**src/hdl/wtc_pkg.sv**
```systemverilog
// ---------------------------------------------------------------------------
// wtc_pkg
// Shared types, constants and character tests for the token classifier.
// ---------------------------------------------------------------------------
package wtc_pkg;

	typedef enum logic [2:0] {
		CLS_KEYWORD  = 3'd0,
		CLS_OPERATOR = 3'd1,
		CLS_NUMBER   = 3'd2,
		CLS_IDENT    = 3'd3,
		CLS_PUNCT    = 3'd4
	} wtc_class_t;

	localparam int CLASS_W    = 3;
	localparam int KWI_W      = 4;
	localparam int CHAR_W     = 8;
	localparam int HEAD_DEPTH = 9;
	localparam int KW_COUNT   = 15;
	localparam int KW_MAX_LEN = 8;

	localparam logic [CHAR_W-1:0] CH_NEWLINE = 8'h0A;

	// Keyword spellings, right-aligned: the first character sits in the
	// highest used byte.
	localparam logic [8*KW_MAX_LEN-1:0] KW_TEXT [KW_COUNT] = '{
		64'("int"), 64'("float"), 64'("double"), 64'("char"), 64'("return"),
		64'("if"), 64'("else"), 64'("while"), 64'("for"), 64'("break"),
		64'("continue"), 64'("class"), 64'("public"), 64'("private"),
		64'("void")
	};

	localparam logic [KWI_W-1:0] KW_LEN [KW_COUNT] = '{
		4'd3, 4'd5, 4'd6, 4'd4, 4'd6, 4'd2, 4'd4, 4'd5,
		4'd3, 4'd5, 4'd8, 4'd5, 4'd6, 4'd7, 4'd4
	};

	typedef struct packed {
		wtc_class_t        cls;
		logic [KWI_W-1:0]  kwi;
		logic              has_punct;
		logic [CHAR_W-1:0] punct;
	} wtc_result_t;

	function automatic logic is_space(input logic [CHAR_W-1:0] c);
		return (c == 8'd32) || (c >= 8'd9 && c <= 8'd13);
	endfunction

	function automatic logic is_digit(input logic [CHAR_W-1:0] c);
		return c >= 8'd48 && c <= 8'd57;
	endfunction

	function automatic logic is_punct(input logic [CHAR_W-1:0] c);
		return (c >= 8'd33 && c <= 8'd47) || (c >= 8'd58 && c <= 8'd64) ||
			(c >= 8'd91 && c <= 8'd96) || (c >= 8'd123 && c <= 8'd126);
	endfunction

	function automatic logic is_set_punct(input logic [CHAR_W-1:0] c);
		return c == 8'h3B || c == 8'h2C || c == 8'h28 || c == 8'h29 ||
			c == 8'h7B || c == 8'h7D || c == 8'h5B || c == 8'h5D;
	endfunction

	function automatic logic is_operator(input logic [CHAR_W-1:0] c);
		return c == 8'h2B || c == 8'h2D || c == 8'h2A || c == 8'h2F || c == 8'h3D;
	endfunction

endpackage

```
**src/hdl/whitespace_token_classifier.sv**
```systemverilog
// ---------------------------------------------------------------------------
// whitespace_token_classifier
// Splits a byte stream into whitespace-separated tokens and classifies them.
// ---------------------------------------------------------------------------
// Text bytes enter on the s_ channel, one item per byte; s_tuser set marks a
// flush item that ends the final token. Results leave on the m_ channel, and
// m_tlast marks the final result caused by one input item.
// An input item is registered; an item that ends a token then loads the
// classified token into the result register. The block takes one byte per
// cycle while the receiver is ready. An item that ends a token with a peeled
// byte of the set ; , ( ) [ ] { } gives two results, on consecutive cycles
// while the receiver is ready; the next token needs at least one byte before
// it can end, so this never slows the input while the receiver is ready.
// When the receiver stalls, the result register holds and the input stalls
// only once an item that ends a token waits behind it.
// Reset empties both registers, drops any pending token and sets the line
// count to one.
// ---------------------------------------------------------------------------
module whitespace_token_classifier #(
	parameter int LINE_COUNT_WIDTH = 16,
	parameter int LENGTH_WIDTH     = 8,
	localparam int DATA_W = ((wtc_pkg::CLASS_W + wtc_pkg::KWI_W + LENGTH_WIDTH +
		wtc_pkg::CHAR_W + LINE_COUNT_WIDTH + 7) / 8) * 8
) (
	input  logic              clk,
	input  logic              arst_n,
	input  logic              s_tvalid,
	output logic              s_tready,
	input  logic [7:0]        s_tdata,  // text_byte
	input  logic              s_tuser,  // end_of_text
	output logic              m_tvalid,
	input  logic              m_tready,
	// token_class, keyword_index, word_length, punct_char, line_number
	output logic [DATA_W-1:0] m_tdata,
	output logic              m_tlast
);

	localparam logic [LENGTH_WIDTH-1:0]     LEN_MAX  = '1;
	localparam logic [LINE_COUNT_WIDTH-1:0] LINE_MAX = '1;

	logic                        in_valid_s1;
	logic [wtc_pkg::CHAR_W-1:0]  in_byte_s1;
	logic                        in_eot_s1;

	logic [wtc_pkg::CHAR_W-1:0]  head_q [wtc_pkg::HEAD_DEPTH];
	logic [LENGTH_WIDTH-1:0]     token_len_q;
	logic                        all_digits_q;
	logic [wtc_pkg::CHAR_W-1:0]  last_q;
	logic [LINE_COUNT_WIDTH-1:0] line_q;

	logic                        ends;
	logic                        produces;
	logic                        advance;
	logic                        out_free;
	wtc_pkg::wtc_result_t        res;
	logic [LENGTH_WIDTH-1:0]     word_len;

	assign ends     = in_eot_s1 || wtc_pkg::is_space(in_byte_s1);
	assign produces = ends && (token_len_q != '0);
	assign advance  = in_valid_s1 && (!produces || out_free);
	assign s_tready = !in_valid_s1 || advance;

	always_ff @(posedge clk or negedge arst_n) begin
		if (!arst_n) begin
			in_valid_s1 <= 1'b0;
		end else if (s_tready) begin
			in_valid_s1 <= s_tvalid;
		end
	end

	always_ff @(posedge clk) begin
		if (s_tvalid && s_tready) begin
			in_byte_s1 <= s_tdata;
			in_eot_s1  <= s_tuser;
		end
	end

	always_ff @(posedge clk or negedge arst_n) begin
		if (!arst_n) begin
			token_len_q  <= '0;
			all_digits_q <= 1'b1;
			last_q       <= '0;
			line_q       <= LINE_COUNT_WIDTH'(1);
		end else if (advance) begin
			if (ends) begin
				token_len_q  <= '0;
				all_digits_q <= 1'b1;
				last_q       <= '0;
				if (!in_eot_s1 && in_byte_s1 == wtc_pkg::CH_NEWLINE &&
						line_q != LINE_MAX) begin
					line_q <= line_q + LINE_COUNT_WIDTH'(1);
				end
			end else begin
				if (token_len_q != '0 && !wtc_pkg::is_digit(last_q)) begin
					all_digits_q <= 1'b0;
				end
				last_q <= in_byte_s1;
				if (token_len_q != LEN_MAX) begin
					token_len_q <= token_len_q + LENGTH_WIDTH'(1);
				end
			end
		end
	end

	always_ff @(posedge clk) begin
		if (advance && !ends && token_len_q < LENGTH_WIDTH'(wtc_pkg::HEAD_DEPTH)) begin
			head_q[token_len_q[3:0]] <= in_byte_s1;
		end
	end

	wtc_classify #(
		.LENGTH_WIDTH(LENGTH_WIDTH)
	) u_classify (
		.head       (head_q),
		.token_len  (token_len_q),
		.all_digits (all_digits_q),
		.last_char  (last_q),
		.res        (res),
		.word_len   (word_len)
	);

	wtc_result_reg #(
		.LINE_COUNT_WIDTH(LINE_COUNT_WIDTH),
		.LENGTH_WIDTH    (LENGTH_WIDTH),
		.DATA_W          (DATA_W)
	) u_result (
		.clk      (clk),
		.arst_n   (arst_n),
		.load     (advance && produces),
		.res      (res),
		.word_len (word_len),
		.line     (line_q),
		.free     (out_free),
		.m_tvalid (m_tvalid),
		.m_tready (m_tready),
		.m_tdata  (m_tdata),
		.m_tlast  (m_tlast)
	);

endmodule

```
**src/hdl/wtc_classify.sv**
```systemverilog
// ---------------------------------------------------------------------------
// wtc_classify
// Classifies the pending token from its stored head bytes and status.
// ---------------------------------------------------------------------------
module wtc_classify #(
	parameter int LENGTH_WIDTH = 8
) (
	input  logic [wtc_pkg::CHAR_W-1:0] head [wtc_pkg::HEAD_DEPTH],
	input  logic [LENGTH_WIDTH-1:0]    token_len,
	input  logic                       all_digits,
	input  logic [wtc_pkg::CHAR_W-1:0] last_char,
	output wtc_pkg::wtc_result_t       res,
	output logic [LENGTH_WIDTH-1:0]    word_len
);

	localparam logic [LENGTH_WIDTH-1:0] LEN_MAX = '1;

	logic peel;
	logic digits;
	logic short_word;

	assign peel = (token_len > LENGTH_WIDTH'(1)) && wtc_pkg::is_punct(last_char);
	assign word_len = !peel ? token_len :
		(token_len == LEN_MAX) ? LEN_MAX : token_len - LENGTH_WIDTH'(1);
	assign digits = all_digits && (peel || wtc_pkg::is_digit(last_char));
	assign short_word = (token_len != LEN_MAX) &&
		(word_len <= LENGTH_WIDTH'(wtc_pkg::KW_MAX_LEN));

	always_comb begin
		logic found;
		logic match;
		found = 1'b0;
		res.cls = digits ? wtc_pkg::CLS_NUMBER : wtc_pkg::CLS_IDENT;
		res.kwi = '0;
		for (int i = 0; i < wtc_pkg::KW_COUNT; i++) begin
			match = short_word && (word_len == LENGTH_WIDTH'(wtc_pkg::KW_LEN[i]));
			for (int k = 0; k < wtc_pkg::KW_MAX_LEN; k++) begin
				if (k < int'(wtc_pkg::KW_LEN[i]) && head[k] !=
						wtc_pkg::KW_TEXT[i][8*(int'(wtc_pkg::KW_LEN[i])-1-k) +: 8]) begin
					match = 1'b0;
				end
			end
			if (match && !found) begin
				found = 1'b1;
				res.cls = wtc_pkg::CLS_KEYWORD;
				res.kwi = wtc_pkg::KWI_W'(i);
			end
		end
		if (!found && short_word && word_len == LENGTH_WIDTH'(1) &&
				wtc_pkg::is_operator(head[0])) begin
			res.cls = wtc_pkg::CLS_OPERATOR;
		end
		res.has_punct = peel && wtc_pkg::is_set_punct(last_char);
		res.punct = last_char;
	end

endmodule

```
**src/hdl/wtc_result_reg.sv**
```systemverilog
// ---------------------------------------------------------------------------
// wtc_result_reg
// Result register that presents the word item and then any punctuation item.
// ---------------------------------------------------------------------------
module wtc_result_reg #(
	parameter int LINE_COUNT_WIDTH = 16,
	parameter int LENGTH_WIDTH     = 8,
	parameter int DATA_W           = 40
) (
	input  logic                        clk,
	input  logic                        arst_n,
	input  logic                        load,
	input  wtc_pkg::wtc_result_t        res,
	input  logic [LENGTH_WIDTH-1:0]     word_len,
	input  logic [LINE_COUNT_WIDTH-1:0] line,
	output logic                        free,
	output logic                        m_tvalid,
	input  logic                        m_tready,
	output logic [DATA_W-1:0]           m_tdata,
	output logic                        m_tlast
);

	wtc_pkg::wtc_result_t        res_q;
	logic [LENGTH_WIDTH-1:0]     word_len_q;
	logic [LINE_COUNT_WIDTH-1:0] line_q;
	logic                        valid_q;
	logic                        second_q;
	logic                        final_item;

	wtc_pkg::wtc_class_t         cls_out;
	logic [wtc_pkg::KWI_W-1:0]   kwi_out;
	logic [LENGTH_WIDTH-1:0]     len_out;
	logic [wtc_pkg::CHAR_W-1:0]  pc_out;

	assign final_item = second_q || !res_q.has_punct;
	assign free = !valid_q || (m_tready && final_item);

	always_ff @(posedge clk or negedge arst_n) begin
		if (!arst_n) begin
			valid_q  <= 1'b0;
			second_q <= 1'b0;
		end else if (load) begin
			valid_q  <= 1'b1;
			second_q <= 1'b0;
		end else if (valid_q && m_tready) begin
			if (final_item) begin
				valid_q  <= 1'b0;
				second_q <= 1'b0;
			end else begin
				second_q <= 1'b1;
			end
		end
	end

	always_ff @(posedge clk) begin
		if (load) begin
			res_q      <= res;
			word_len_q <= word_len;
			line_q     <= line;
		end
	end

	always_comb begin
		if (second_q) begin
			cls_out = wtc_pkg::CLS_PUNCT;
			kwi_out = '0;
			len_out = LENGTH_WIDTH'(1);
			pc_out  = res_q.punct;
		end else begin
			cls_out = res_q.cls;
			kwi_out = res_q.kwi;
			len_out = word_len_q;
			pc_out  = '0;
		end
	end

	assign m_tvalid = valid_q;
	assign m_tlast  = final_item;
	assign m_tdata  = DATA_W'({line_q, pc_out, len_out, kwi_out, cls_out});

endmodule

```
**config.mk**
```make
export PLATFORM = sky130hd
export DESIGN_NAME = whitespace_token_classifier
export DESIGN_NICKNAME = d
export VERILOG_FILES = /design/src/hdl/wtc_pkg.sv /design/src/hdl/whitespace_token_classifier.sv /design/src/hdl/wtc_classify.sv /design/src/hdl/wtc_result_reg.sv
export SDC_FILE = /design/constraint.sdc
export NUM_CORES = 1
export LEC_CHECK = 0
export BUFFER_PORTS_ARGS = -buffer_cell sky130_fd_sc_hd__buf_2
export CORE_MARGIN = 5
export CORE_UTILIZATION = 60
export CTS_BUF_LIST = sky130_fd_sc_hd__clkbuf_8
export DETAILED_ROUTE_END_ITERATION = 16
export PLACE_DENSITY_LB_ADDON = 0.1
export SLEW_MARGIN = 10
export SYNTH_ARGS = -nofsm -noshare
export SYNTH_HDL_FRONTEND = slang
export SYNTH_SLANG_ARGS = --single-unit
```
**constraint.sdc**
```tcl
create_clock -name clk -period 12.8 [get_ports clk]
set_input_delay 0.64 -clock clk [delete_from_list [all_inputs] [get_ports clk]]
set_output_delay 0.64 -clock clk [all_outputs]
set_load 0.03 [all_outputs]
```
Word level (Yosys, flattened, before mapping)

Index checks and enable logic that the tools add are counted.

Equal/unequal tests: 79
Bitwise logic cells: 1
Add/subtract/negate cells: 3
Magnitude comparators: 17
Reductions and logical operators: 101
Mux-type cells: 124

Operators with widths:

| kind                  | number |
|---|---|
| $ne 8x7->1 const B    | 53 |
| $mux 1                | 97 |
| $eq 8x6->1 const B    | 10 |
| $mux 5                | 15 |
| $bwmux 72             | 1 |
| $mux 8                | 8 |
| $logic_and 1x1->1     | 46 |
| $demux 8 s4           | 1 |
| $eq 8x3->1 const B    | 4 |
| $eq 8x7->1 const B    | 4 |
| $ge 8x6->1 const B    | 3 |
| $le 8x7->1 const B    | 3 |
| $logic_not 1->1       | 22 |
| $logic_or 1x1->1      | 21 |
| $add 16x1->16 const B | 1 |
| $eq 8x2->1 const B    | 2 |
| $eq 8x4->1 const B    | 2 |
| $ge 8x7->1 const B    | 2 |
| $le 8x4->1 const B    | 2 |
| $le 8x6->1 const B    | 2 |
| $ne 16x16->1 const B  | 1 |
| $reduce_or 16->1      | 1 |
| $add 8x1->8 const B   | 1 |
| $eq 8x1->1 const B    | 1 |
| 17 further kinds      | 22 |

Logic and storage cells: 352
Output and inout port bits: 43
Bits in registers: 157

Depth between registers and ports, before layout

Gate-level depths: netlist of the first run.

Word-level depth: 61
Mapped depth: 11
Gate-level depth less buffers: 10

Modules after synthesis

From an unflattened synthesis of the first run, not the netlist that was laid out.

Cells, all modules: 659
Area total of the unflattened synthesis: 7927.6 µm²

Modules (own cells, without submodules):

| module                      | cells each | instances | area an instance (µm²) |
|---|---|---|---|
| whitespace_token_classifier | 287        | 1         | 4386.7 |
| wtc_classify                | 295        | 1         | 2043.2 |
| wtc_result_reg              | 77         | 1         | 1497.7 |

Worst setup path after synthesis of the first run

No wires, ideal clock.

Path kind: register to register
Start: reg token_len_q[4]
End: reg u_result.line_q[0] (enable)
Arrival: 4.693 ns
Path slack: 7.609 ns
Cell stages (with the launch flop): 8
Period minus slack after synthesis: 5.191 ns
Setup time: 0.497 ns
Cells stage by stage: dfrtp_1 clkbuf_1 nor4_2 nor3b_2 nand2_1 nand3_1 o21ai_1 nor3b_1

Cells in the longest elaborated chain, start to end: 6

Ends and longest elaborated chain:

| item                   | line                               | text |
|---|---|---|
| from (decl)            | whitespace_token_classifier.sv:46  | `logic [LENGTH_WIDTH-1:0] token_len_q;` |
| from (signal assigned) | whitespace_token_classifier.sv:99  | `token_len_q <= token_len_q + LENGTH_WIDTH'(1);` |
| $reduce_bool 8->1 *    | whitespace_token_classifier.sv:59  | `assign produces = ends && (token_len_q != '0);` |
| $logic_and 1x1->1 *    | whitespace_token_classifier.sv:59  |  |
| $logic_not 1->1        | whitespace_token_classifier.sv:60  | `assign advance = in_valid_s1 && (!produces \|\| out_free);` |
| $logic_or 1x1->1       | whitespace_token_classifier.sv:60  |  |
| $logic_and 1x1->1      | whitespace_token_classifier.sv:60  |  |
| $logic_and 1x1->1 *    | whitespace_token_classifier.sv:129 | `.load (advance && produces),` |
| via u_result.load      | wtc_result_reg.sv:12               | `input logic load,` |
| to (signal assigned)   | wtc_result_reg.sv:59               | `line_q <= line;` |
| to (decl)              | wtc_result_reg.sv:25               | `logic [LINE_COUNT_WIDTH-1:0] line_q;` |

The timed path passes the listed nets; every way through them passes the cells marked *.
A chain may end at the register's enable or synchronous reset.

Worst setup path in the final report of the first run

Start: reg last_q[2] (netlist bit)
End: reg u_result.res_q[14] (netlist bit) (data pin)

Cells in the longest elaborated chain, start to end: 61
Elaborated cells between the ends (all ways): 155
Those cells by class: 9 x order compare; 8 x eq/ne; 89 x mux; 49 x reduce/logical

Ends and longest elaborated chain:

| item                                | line                              | text |
|---|---|---|
| from (decl)                         | whitespace_token_classifier.sv:48 | `logic [wtc_pkg::CHAR_W-1:0] last_q;` |
| from (signal assigned)              | whitespace_token_classifier.sv:97 | `last_q <= in_byte_s1;` |
| $ge 8x6->1 (tied with other cells)  | wtc_pkg.sv:54                     | `return (c >= 8'd33 && c <= 8'd47) \|\| (c >= 8'd58 && c <= 8'd64) \|\|` |
| $logic_and 1x1->1                   | wtc_pkg.sv:54                     |  |
| $logic_or 1x1->1 (2 in a row)       | wtc_pkg.sv:54                     |  |
| $logic_or 1x1->1 *                  | wtc_pkg.sv:55                     | `(c >= 8'd91 && c <= 8'd96) \|\| (c >= 8'd123 && c <= 8'd126);` |
| $logic_and 1x1->1 *                 | wtc_classify.sv:22                | `assign peel = (token_len > LENGTH_WIDTH'(1)) && wtc_pkg::is_punct(last_char);` |
| $mux 8 *                            | wtc_classify.sv:23                | `assign word_len = !peel ? token_len :` |
| via u_classify.word_len[2]          | wtc_classify.sv:13                | `output logic [LENGTH_WIDTH-1:0] word_len` |
| $le 8x4->1                          | wtc_classify.sv:27                | `(word_len <= LENGTH_WIDTH'(wtc_pkg::KW_MAX_LEN));` |
| [43 not listed]                     | --                                |  |
| $logic_and 1x1->1                   | wtc_classify.sv:43                | `if (match && !found) begin` |
| $mux 1                              | wtc_classify.sv:43                |  |
| $logic_not 1->1                     | wtc_classify.sv:43                |  |
| $logic_and 1x1->1                   | wtc_classify.sv:43                |  |
| $mux 1                              | wtc_classify.sv:43                |  |
| $logic_not 1->1                     | wtc_classify.sv:49                | `if (!found && short_word && word_len == LENGTH_WIDTH'(1) &&` |
| $logic_and 1x1->1 (3 in a row)      | wtc_classify.sv:49                |  |
| $reduce_or 16->1 (no source line) * | --                                |  |
| to (signal assigned)                | wtc_result_reg.sv:57              | `res_q <= res;` |
| to (decl)                           | wtc_result_reg.sv:23              | `wtc_pkg::wtc_result_t res_q;` |

Marks and branches as above.

==> results.toml, run 1 <==
[power_and_ir_drop]
p_leak_uw = 0.00291
cellPowerDensity_nw_per_um2 = 161
ir_drop_uv = 122

[critical_path]
critical_path_class = "flop to flop"
worst-path-buf-inv = 1
arrival_ps = 3980
path_cells = "nor4_4 -> mux2i_1 -> or4b_4 -> nor3b_2 -> mux2i_2 -> clkinv_1 -> a41oi_1 -> a21oi_1 -> or4_1 -> a31oi_1"
cp-end-kind = "flop"
cp-start-kind = "flop"
max_stage_delay_ps = 610
crit_family = "simple AND/OR/NAND/NOR gates"
cp_max_fo = 10
crit_slowest_cell = "or4b_4"
cp.required_ps = 13110

[clock_tree]
worstSkewPairLatency_ps = 460
cts_hold_buf = 0
cts_tree = "built"
cts_buffers = 17
ctsResizeCount = 0
cts_root_buf = "clkbuf_8"
clock_sinks = 148
post_cts_buffers = 0
clockBufferDepth = 2
clkSlewWorstSetupHoldPaths_ps = 80
ctsHtreeMaxLevel = 4

[layout]
nets = 645
fillers = 850
design_area_um2 = 7700
antenna_cells = 0
fin_cells = 782
drive_gt1_share_pct = 15.3
area_growth_syn_to_layout_pct = 12.0

[timing]
tns_ps = 0
timing.fmax_mhz = 272
worstMarginPinSlew_ps = 1050
worst_slack_ps = 9130
slew_headroom_pct = 29.7
slew_violations = 0
fin_crit_ps = 3670
fin_skew_ps = 11.2
hold_viol_final = 0
fin_crit_sh_pct = 28.7
grt_setup_unrepaired = "false"
setup_violations = 0

[global_routing]
grtUsageMet1_pct = 33.2
grt_overflow = 0
grt_max_degree = 42
met2_usage_pct = 35.7
antenna_found_initial = 0
grt_pass1_vias = 4532
grt_first_pass_wirelength_um = 23900
busiest_layer = "met2"
met3_usage_pct = 6.22
grt.total_usage_pct = 23.5

[synthesis]
yosysSeqAreaShare_pct = 62.1
yosysWarnings = 0
ys_ff_latch = 148
synth_nets = 586
syn_area_um2 = 6870
synth_edf_count = 112
synth_top_flop_cell = "edfxtp_1"
synth_cell_types = 69
synthArstFlopShare_pct = 24.3
synth.avg_cell_area_um2 = 12.1
syn_inst = 567

[placed_design]
dp.cells = 750
routabilityCongestion = 0.931
dpl_cell_area_um2 = 7260
dpl.hpwl_um = 11200
portBuffers = 54
pre_cts_ws_ps = 9240

[drt]
wl_um = 15200
first_iter_violations = 402
avgViaCountPerCell = 6.11
routedWlPerCell_um = 19.5
ant_nets = 0
dr_total_vias = 4780
drc = 0
firstDrtPassIters = 5

[floorplan]
die_h_um = 117
dieArea_um2 = 13700
core_area_um2 = 11300
die_x_um = 117
ioPinCount = 56
start_util_pct = 60.7
num_rows = 39

[run]
cap_violations = 0

[hold_path]
hold_class = "input port to async pin"

[run_status]
run_status = "completed"
## logic make-up after synthesis
kind of cell | synth area share [%]
AOI/OAI and AO/OA | 5.93
xor gates and xnor gates | 3.31
adders and majority gates | 1.09
buffers and inverters | 1.53
DFF | 62.1
muxes | 0.673
other | 0.0546
and+or+nand+nor | 25.3
## placed cells by master, fill, tap and decap left out, types with 8 or more instances in the layout
cell type,synthesis,routed
a21oi_1,10,10
and2_1,16,16
and3_1,11,11
buf_2,0,54
clkbuf_8,0,17
dfrtp_1,34,34
edfxtp_1,112,112
inv_1,8,13
nand2_1,65,65
nand2b_1,9,9
nand3_1,30,30
nand4_1,10,10
nand4b_1,8,8
nor2_1,36,36
nor2b_1,17,17
nor3_1,14,14
nor3b_1,9,8
nor4_1,17,17
nor4bb_1,8,8
o21ai_0,11,11
xnor2_1,9,9
xor2_1,17,17
## per-stage QoR
stage | power [µW] | util [%] | hold slack, ps
after detailed placement | 860 | 64.2 | 444
after floorplan | 789 | - | 344
after global routing | 1300 | 68.0 | 316
after global placement | 856 | 64.2 | 438
final | 1240 | 68.0 | 273
after CTS | 1250 | 68.0 | 287
## flip-flops by register name, indices dropped and copies added (netlist names)
register and flops:
all_digits_q 1, head_q 64, in_byte_s1 8, in_eot_s1 1, in_valid_s1 1, last_q 8, line_q 16, token_len_q 8
u_result.line_q 16, u_result.m_tvalid 1, u_result.res_q 15, u_result.second_q 1, u_result.word_len_q 8
## power by group
| group | total [µW] | switching, µW | internal, µW |
|---|---|---|---|
| sequential | 615 | 49.2 | 566 |
| clock | 391 | 164 | 227 |
| combinational | 235 | 159 | 76.5 |
| total | 1240 | 371 | 870 |
## path summary, 6_finish.rpt
check,endpoint,startpoint,slack (ps),depth (start not counted)
worst max register to register,u_result.res_q[14],last_q[2],9130,10
max in group asynchronous,line_q[1],arst_n,11990,1
worst min-delay path,token_len_q[4],arst_n,270,1
min in group clk,in_byte_s1[3],s_tdata[3],360,1
worst max-delay path,u_result.res_q[14],last_q[2],9130,10
worst min register to register,u_result.line_q[11],line_q[11],450,0
## cells in the mapped netlist, drive strengths merged (3+ instances only)
master / n / area [µm²]
nand4: 10 / 62.6
nor2b: 17 / 106
nor4bb: 8 / 80.1
xor2: 17 / 149
nor4: 19 / 140
dfrtp: 34 / 851
nand3: 30 / 150
a22o: 3 / 26.3
nor4b: 7 / 67.6
and2: 16 / 100
and4b: 5 / 50.1
nor3: 14 / 70.1
a211oi: 4 / 30.0
nand2b: 9 / 56.3
and3: 11 / 68.8
o21a: 3 / 22.5
nand3b: 6 / 45.0
a21oi: 10 / 50.1
buf: 3 / 26.3
or3: 3 / 18.8
nor3b: 11 / 92.6
nor2: 36 / 135
or3b: 3 / 26.3
xnor2: 9 / 78.8
o21ai: 16 / 80.1
nand4b: 8 / 70.1
edfxtp: 112 / 3360
clkbuf: 12 / 45.0
ha: 6 / 75.1
and4: 4 / 35.0
inv: 8 / 30.0
or2: 6 / 37.5
and3b: 4 / 35.0
nand2: 65 / 244
a31oi: 4 / 25.0
## per-layer routing
| layer | vias to the layer above | part of all wire [%] | wire length (µm) |
|---|---|---|---|
| met5 | - | 0 | 0 |
| met3 | 21 | 6.5 | 988 |
| met1 | 2334 | 44 | 6740 |
| met4 | 0 | 1.5 | 235 |
| met2 | 170 | 48 | 7270 |
| li1 | 2255 | - | - |
## cell type report
class	instances	area [µm²]	area share [%]
sequential	148	4270	55.4
multi-input combinational	395	2510	32.6
timing repair buffer	55	278	3.61
clock buffer	17	234	3.04
clock inverter	15	199	2.58
tap	143	179	2.32
inverter	9	33.8	0.439
Note: power is estimated with default switching activity, not from simulation.
==> run 2: changes to the inputs <==
ABC_AREA = 1   (was default)
CORE_UTILIZATION = 57   (was 60)
clock period = 3.15 ns   (was 12.8 ns; I/O delays follow)
==> results.toml, run 2 <==
[layout]
most-common-layout-cells = "154 x inv_1, 143 x nand2_1, 126 x nor2_1, 112 x edfxtp_1, 61 x nand3_1"
fin_cells = 1165
largest_reg_flops = 64
area_growth_syn_to_layout_pct = 15.3
antenna_cells = 0
drive_gt1_share_pct = 15.9
layout_commonest_cell = "inv_1"
nets = 995

[global_routing]
grt_max_degree = 37
grt.total_usage_pct = 27.5
antenna_found_initial = 0
grt_overflow = 0
grt_pass1_vias = 6423
grt_first_pass_wirelength_um = 34200

[timing]
worst_slack_ps = 243
fin_skew_ps = 20.4
fin_hold_ws_ps = 42.9
timing.fmax_mhz = 344
slew_headroom_pct = 44.7
setup_violations = 0
fin_crit_sh_pct = 92.3
hold_viol_final = 0
worstMarginPinSlew_ps = 829
tns_ps = 0
slew_violations = 0
fin_crit_ps = 2910
grt_setup_unrepaired = "false"

[drt]
routed.top_layer = "met4"
first_iter_violations = 816
avgViaCountPerCell = 5.75
wl_met2_um = 10300
routed-wl-met3_um = 1880
firstDrtPassIters = 7
ant_nets = 0
drc = 0
dr_total_vias = 6694
routedWlPerCell_um = 18.8
wl_um = 21900
wl_met1_um = 9310

[synthesis]
yosysSeqAreaShare_pct = 55.0
syn_area_um2 = 7760
synth_cell_types = 46
yosysTopAreaCellShare_pct = 43.3
synth_edf_count = 112
yosys.area.top_type = "edfxtp_1"
synth_nets = 890
synth_most_common_cell = "inv_1"
synth_top_flop_cell = "edfxtp_1"
synth_common_cells = "153 x inv_1, 143 x nand2_1, 127 x nor2_1"
synthArstFlopShare_pct = 24.3
synth.avg_cell_area_um2 = 8.91
synthTopCellsByArea = "edfxtp_1 43%, dfrtp_1 11%, inv_1 7.4%"
yosysWarnings = 0
ys_ff_latch = 148
syn_inst = 871

[critical_path]
timing.rr.start = "token_len_q[1]"
reg2regPathDepth = 19
cp.required_ps = 3370
path_cells = "inv_1 -> ha_1 -> nand2_4 -> nand2_1 -> nand2_1 -> nand2_1 -> nor2_4 -> nand2_4 -> nand2_1 -> nand2_1 -> nand2_2 -> nor2_8 -> nand2_4 -> nor2_2 -> nand4_1 -> nand3_1 -> nor2_1 -> nand3b_1 -> nor2_1"
arrival_ps = 3120
cp-end-kind = "flop"
r2r_end = "u_result.res_q[14]"
r2r_slack_ps = 240
max_stage_delay_ps = 440
cp_max_fo = 16
crit_top_cell = "nand2_1"
crit_start = "token_len_q[1]"
cp-start-kind = "flop"
critical_path_class = "flop to flop"
crit_slowest_cell = "dfrtp_1"

[clock_tree]
ctsHtreeMaxLevel = 4
cts_root_buf = "clkbuf_8"
cts_tree = "built"
worstSkewPairLatency_ps = 470
clock_sinks = 148
post_cts_buffers = 0
clkSlewWorstSetupHoldPaths_ps = 90
cts_buffers = 17
clockBufferDepth = 2

[floorplan]
dieArea_um2 = 16100
die_h_um = 127
start_util_pct = 58.4
die_x_um = 127
num_rows = 42
ioPinCount = 56
core_area_um2 = 13300

[power_and_ir_drop]
p_leak_uw = 0.00385
cellPowerDensity_nw_per_um2 = 645
ir_drop_uv = 650

[hold_path]
min_to = "u_result.m_tvalid"
worstHoldStart = "m_tready"
hold_depth = 4
hold_class = "input port to flop"

[placed_design]
pre_cts_ws_ps = 121
routabilityCongestion = 0.965
dp.cells = 1122
dpl.hpwl_um = 16400
portBuffers = 54

[run_status]
run_status = "completed"

[run]
cap_violations = 0
[run 2: critical path: cells and delay by family (launching register included)]
family	cells	cell delay, ps
buffers and inverters	1	170
DFF	1	440
adders and majority gates	1	340
and+or+nand+nor	17	1690
[run 2: cell families (layout without fill, tap and decap cells)]
kind of cell | Yosys count | count (layout) | synth area share (%)
AO/OA/AOI/OAI | 38 | 38 | 3.08
XOR/XNOR | 19 | 19 | 2.14
adder cells (fa/ha/maj) | 6 | 6 | 0.967
buffers and inverters | 167 | 285 | 8.53
flip-flops | 148 | 148 | 55.0
other | 1 | 1 | 0.0483
AND/OR/NAND/NOR | 492 | 492 | 30.3
[run 2: how the worst max path moves through the flow]
stage / endpoint / slack, ps / cells past startpoint
2_1_floorplan: u_result.line_q[0] / 450 / 7
3_3_place_gp: u_result.res_q[14] / 310 / 17
3_5_place_dp: u_result.res_q[14] / 120 / 17
4_1_cts: u_result.res_q[14] / 110 / 17
5_1_grt: u_result.res_q[14] / 5 / 19
6_report: u_result.res_q[14] / 240 / 19
[run 2: report_power, final]
part | total, µW | switching [µW] | internal [µW]
clock network | 1530 | 803 | 725
registers | 2500 | 140 | 2360
logic | 1750 | 1250 | 496
total | 5770 | 2200 | 3580
[run 2: layout make-up]
class                      instances  area (µm²)
timing repair buffer              95         606
tap                              176         220
inverter                         158         593
sequential                       148        4270
multi-input combinational        556        2860
clock buffer                      17         234
fill                            1034        4350
clock inverter                    15         173
[run 2: timing repair]
| action | CTS | global route |
|---|---|---|
| hold buffers | 11 | 0 |
| gates resized for setup | 0 | 4 |
| hold endpoints to repair | 44 | 0 |
| endpoints found under the setup margin | 0 | 5 |
[run 2: layer usage]
| layer | vias up | global-route usage, % |
|---|---|---|
| li1 | 3129 | - |
| met1 | 3170 | 38.5 |
| met2 | 356 | 44.3 |
| met3 | 39 | 6.39 |
| met4 | 0 | 5.93 |
| met5 | - | 0 |
[run 2: stage by stage]
stage / power [µW] / utilization, % / instance area, µm²
6_report: 5770 / 67.3 / 8950
5_1_grt: 6070 / 67.3 / 8950
4_1_cts: 5740 / 67.2 / 8930
3_5_place_dp: 4220 / 63.3 / 8420
3_3_place_gp: 4170 / 63.3 / 8420
2_1_floorplan: 3790 / - / 7760
==> run 3: changes to the inputs <==
CORE_UTILIZATION = 60   (was 57)
clock period = 3.36 ns   (was 3.15 ns; I/O delays follow)
==> results.toml, run 3 (same netlist as run 2, synthesis figures left out) <==
[run_status]
run_status = "completed"

[layout]
most-common-layout-cells = "154 x inv_1, 143 x nand2_1, 126 x nor2_1, 112 x edfxtp_1, 61 x nand3_1"
layout_commonest_cell = "inv_1"
nets = 985
design_area_um2 = 8860
area_growth_syn_to_layout_pct = 14.1
antenna_cells = 0
final_util_pct = 69.9
drive_gt1_share_pct = 14.9
largest_reg_flops = 64

[floorplan]
die_h_um = 124
ioPinCount = 56
dieArea_um2 = 15300
num_rows = 41
core_area_um2 = 12700
start_util_pct = 61.3
die_x_um = 124

[clock_tree]
post_cts_buffers = 0
clkSlewWorstSetupHoldPaths_ps = 90
cts_tree = "built"
clock_sinks = 148
cts_root_buf = "clkbuf_8"
ctsHtreeMaxLevel = 4
worstSkewPairLatency_ps = 460
clockBufferDepth = 2
cts_buffers = 17

[global_routing]
grt.total_usage_pct = 29.1
antenna_found_initial = 0
grt_pass1_vias = 6360
met2_usage_pct = 45.9
met3_usage_pct = 5.54
grt_overflow = 0
grt_first_pass_wirelength_um = 33500
busiest_layer = "met2"
grt_max_degree = 41
grtUsageMet1_pct = 42.1

[timing]
worst_slack_ps = 327
setup_violations = 0
worstMarginPinSlew_ps = 840
grt_setup_unrepaired = "false"
fin_skew_ps = 12.1
slew_violations = 0
fin_crit_sh_pct = 90.3
hold_viol_final = 0
slew_headroom_pct = 44.0
timing.fmax_mhz = 330
tns_ps = 0
fin_crit_ps = 3030

[critical_path]
cp-end-kind = "flop"
r2r_end = "u_result.res_q[14]"
cp.required_ps = 3580
r2r_slack_ps = 330
timing.rr.start = "token_len_q[1]"
arrival_ps = 3250
critical_path_class = "flop to flop"
reg2regPathDepth = 18
cp-start-kind = "flop"
crit_start = "token_len_q[1]"
cp_max_fo = 16

[drt]
routedWlPerCell_um = 18.6
dr_total_vias = 6724
drc = 0
first_iter_violations = 912
ant_nets = 0
avgViaCountPerCell = 5.84
wl_um = 21400
firstDrtPassIters = 6

[power_and_ir_drop]
p_leak_uw = 0.00381
cellPowerDensity_nw_per_um2 = 609
ir_drop_uv = 429

[run]
cap_violations = 0

[hold_path]
min_to = "u_result.m_tvalid"
hold_depth = 4
hold_class = "input port to flop"
worstHoldStart = "m_tready"

[placed_design]
routabilityCongestion = 1.02
dpl.hpwl_um = 15900
portBuffers = 54
pre_cts_ws_ps = 208
dpl_cell_area_um2 = 8340
[run 3: how the worst max path moves through the flow]
| stage | to | slack, ps | cells past startpoint |
|---|---|---|---|
| floorplan | u_result.line_q[0] | 660 | 7 |
| detailed placement | u_result.res_q[14] | 210 | 19 |
| finish | u_result.res_q[14] | 330 | 18 |
| global route | u_result.res_q[14] | 50 | 18 |
| global placement | u_result.res_q[14] | 350 | 18 |
| CTS | u_result.res_q[14] | 140 | 19 |
[run 3: through the flow]
stage | instances | total power, µW | hold slack, ps
2_1_floorplan | 871 | 3550 | -128
3_3_place_gp | 1108 | 3890 | 282
3_5_place_dp | 1108 | 3940 | 308
4_1_cts | 1151 | 5360 | 3.56
5_1_grt | 1151 | 5660 | 18.3
6_report | 1151 | 5400 | 23.8
[run 3: area by class of cell]
class	count	area, µm²
Clock buffer	19	262
Clock inverter	13	145
Fill cell	959	3810
Inverter	158	593
Multi-Input combinational cell	556	2850
Sequential cell	148	4270
Tap cell	172	215
Timing Repair Buffer	85	531
[run 3: where the power goes]
part / internal [µW] / leakage (µW) / switching [µW]
Combinational: 442 / 0.00214 / 1160
Clock: 713 / 0.000209 / 733
Sequential: 2210 / 0.00146 / 142
Total: 3370 / 0.00381 / 2030
[run 3: what timing repair did]
item / CTS / global route
resized for setup: 0 / 2
setup endpoints to repair: 0 / 6
hold buffers: 11 / 0
endpoints found under the hold margin: 44 / 0
[run 3: layer usage]
layer,vias up,part of all wire [%]
met4,0,1.4
met1,3207,43
met5,-,0
li1,3109,-
met3,35,8.6
met2,373,47
[run 3: critical path, stage by stage (launching register included)]
cell	delay (ps)
dfrtp_1	450
inv_1	160
ha_1	330
nand2_4	80
nand2_1	80
nand2_1	60
nand2_1	110
nor2_4	80
nand2_2	230
nand2_1	90
nand2_1	110
nand2_2	110
nor2_8	260
nand2_4	100
inv_1	70
nand4_1	110
and3_1	260
nand2_2	80
nor2_1	40
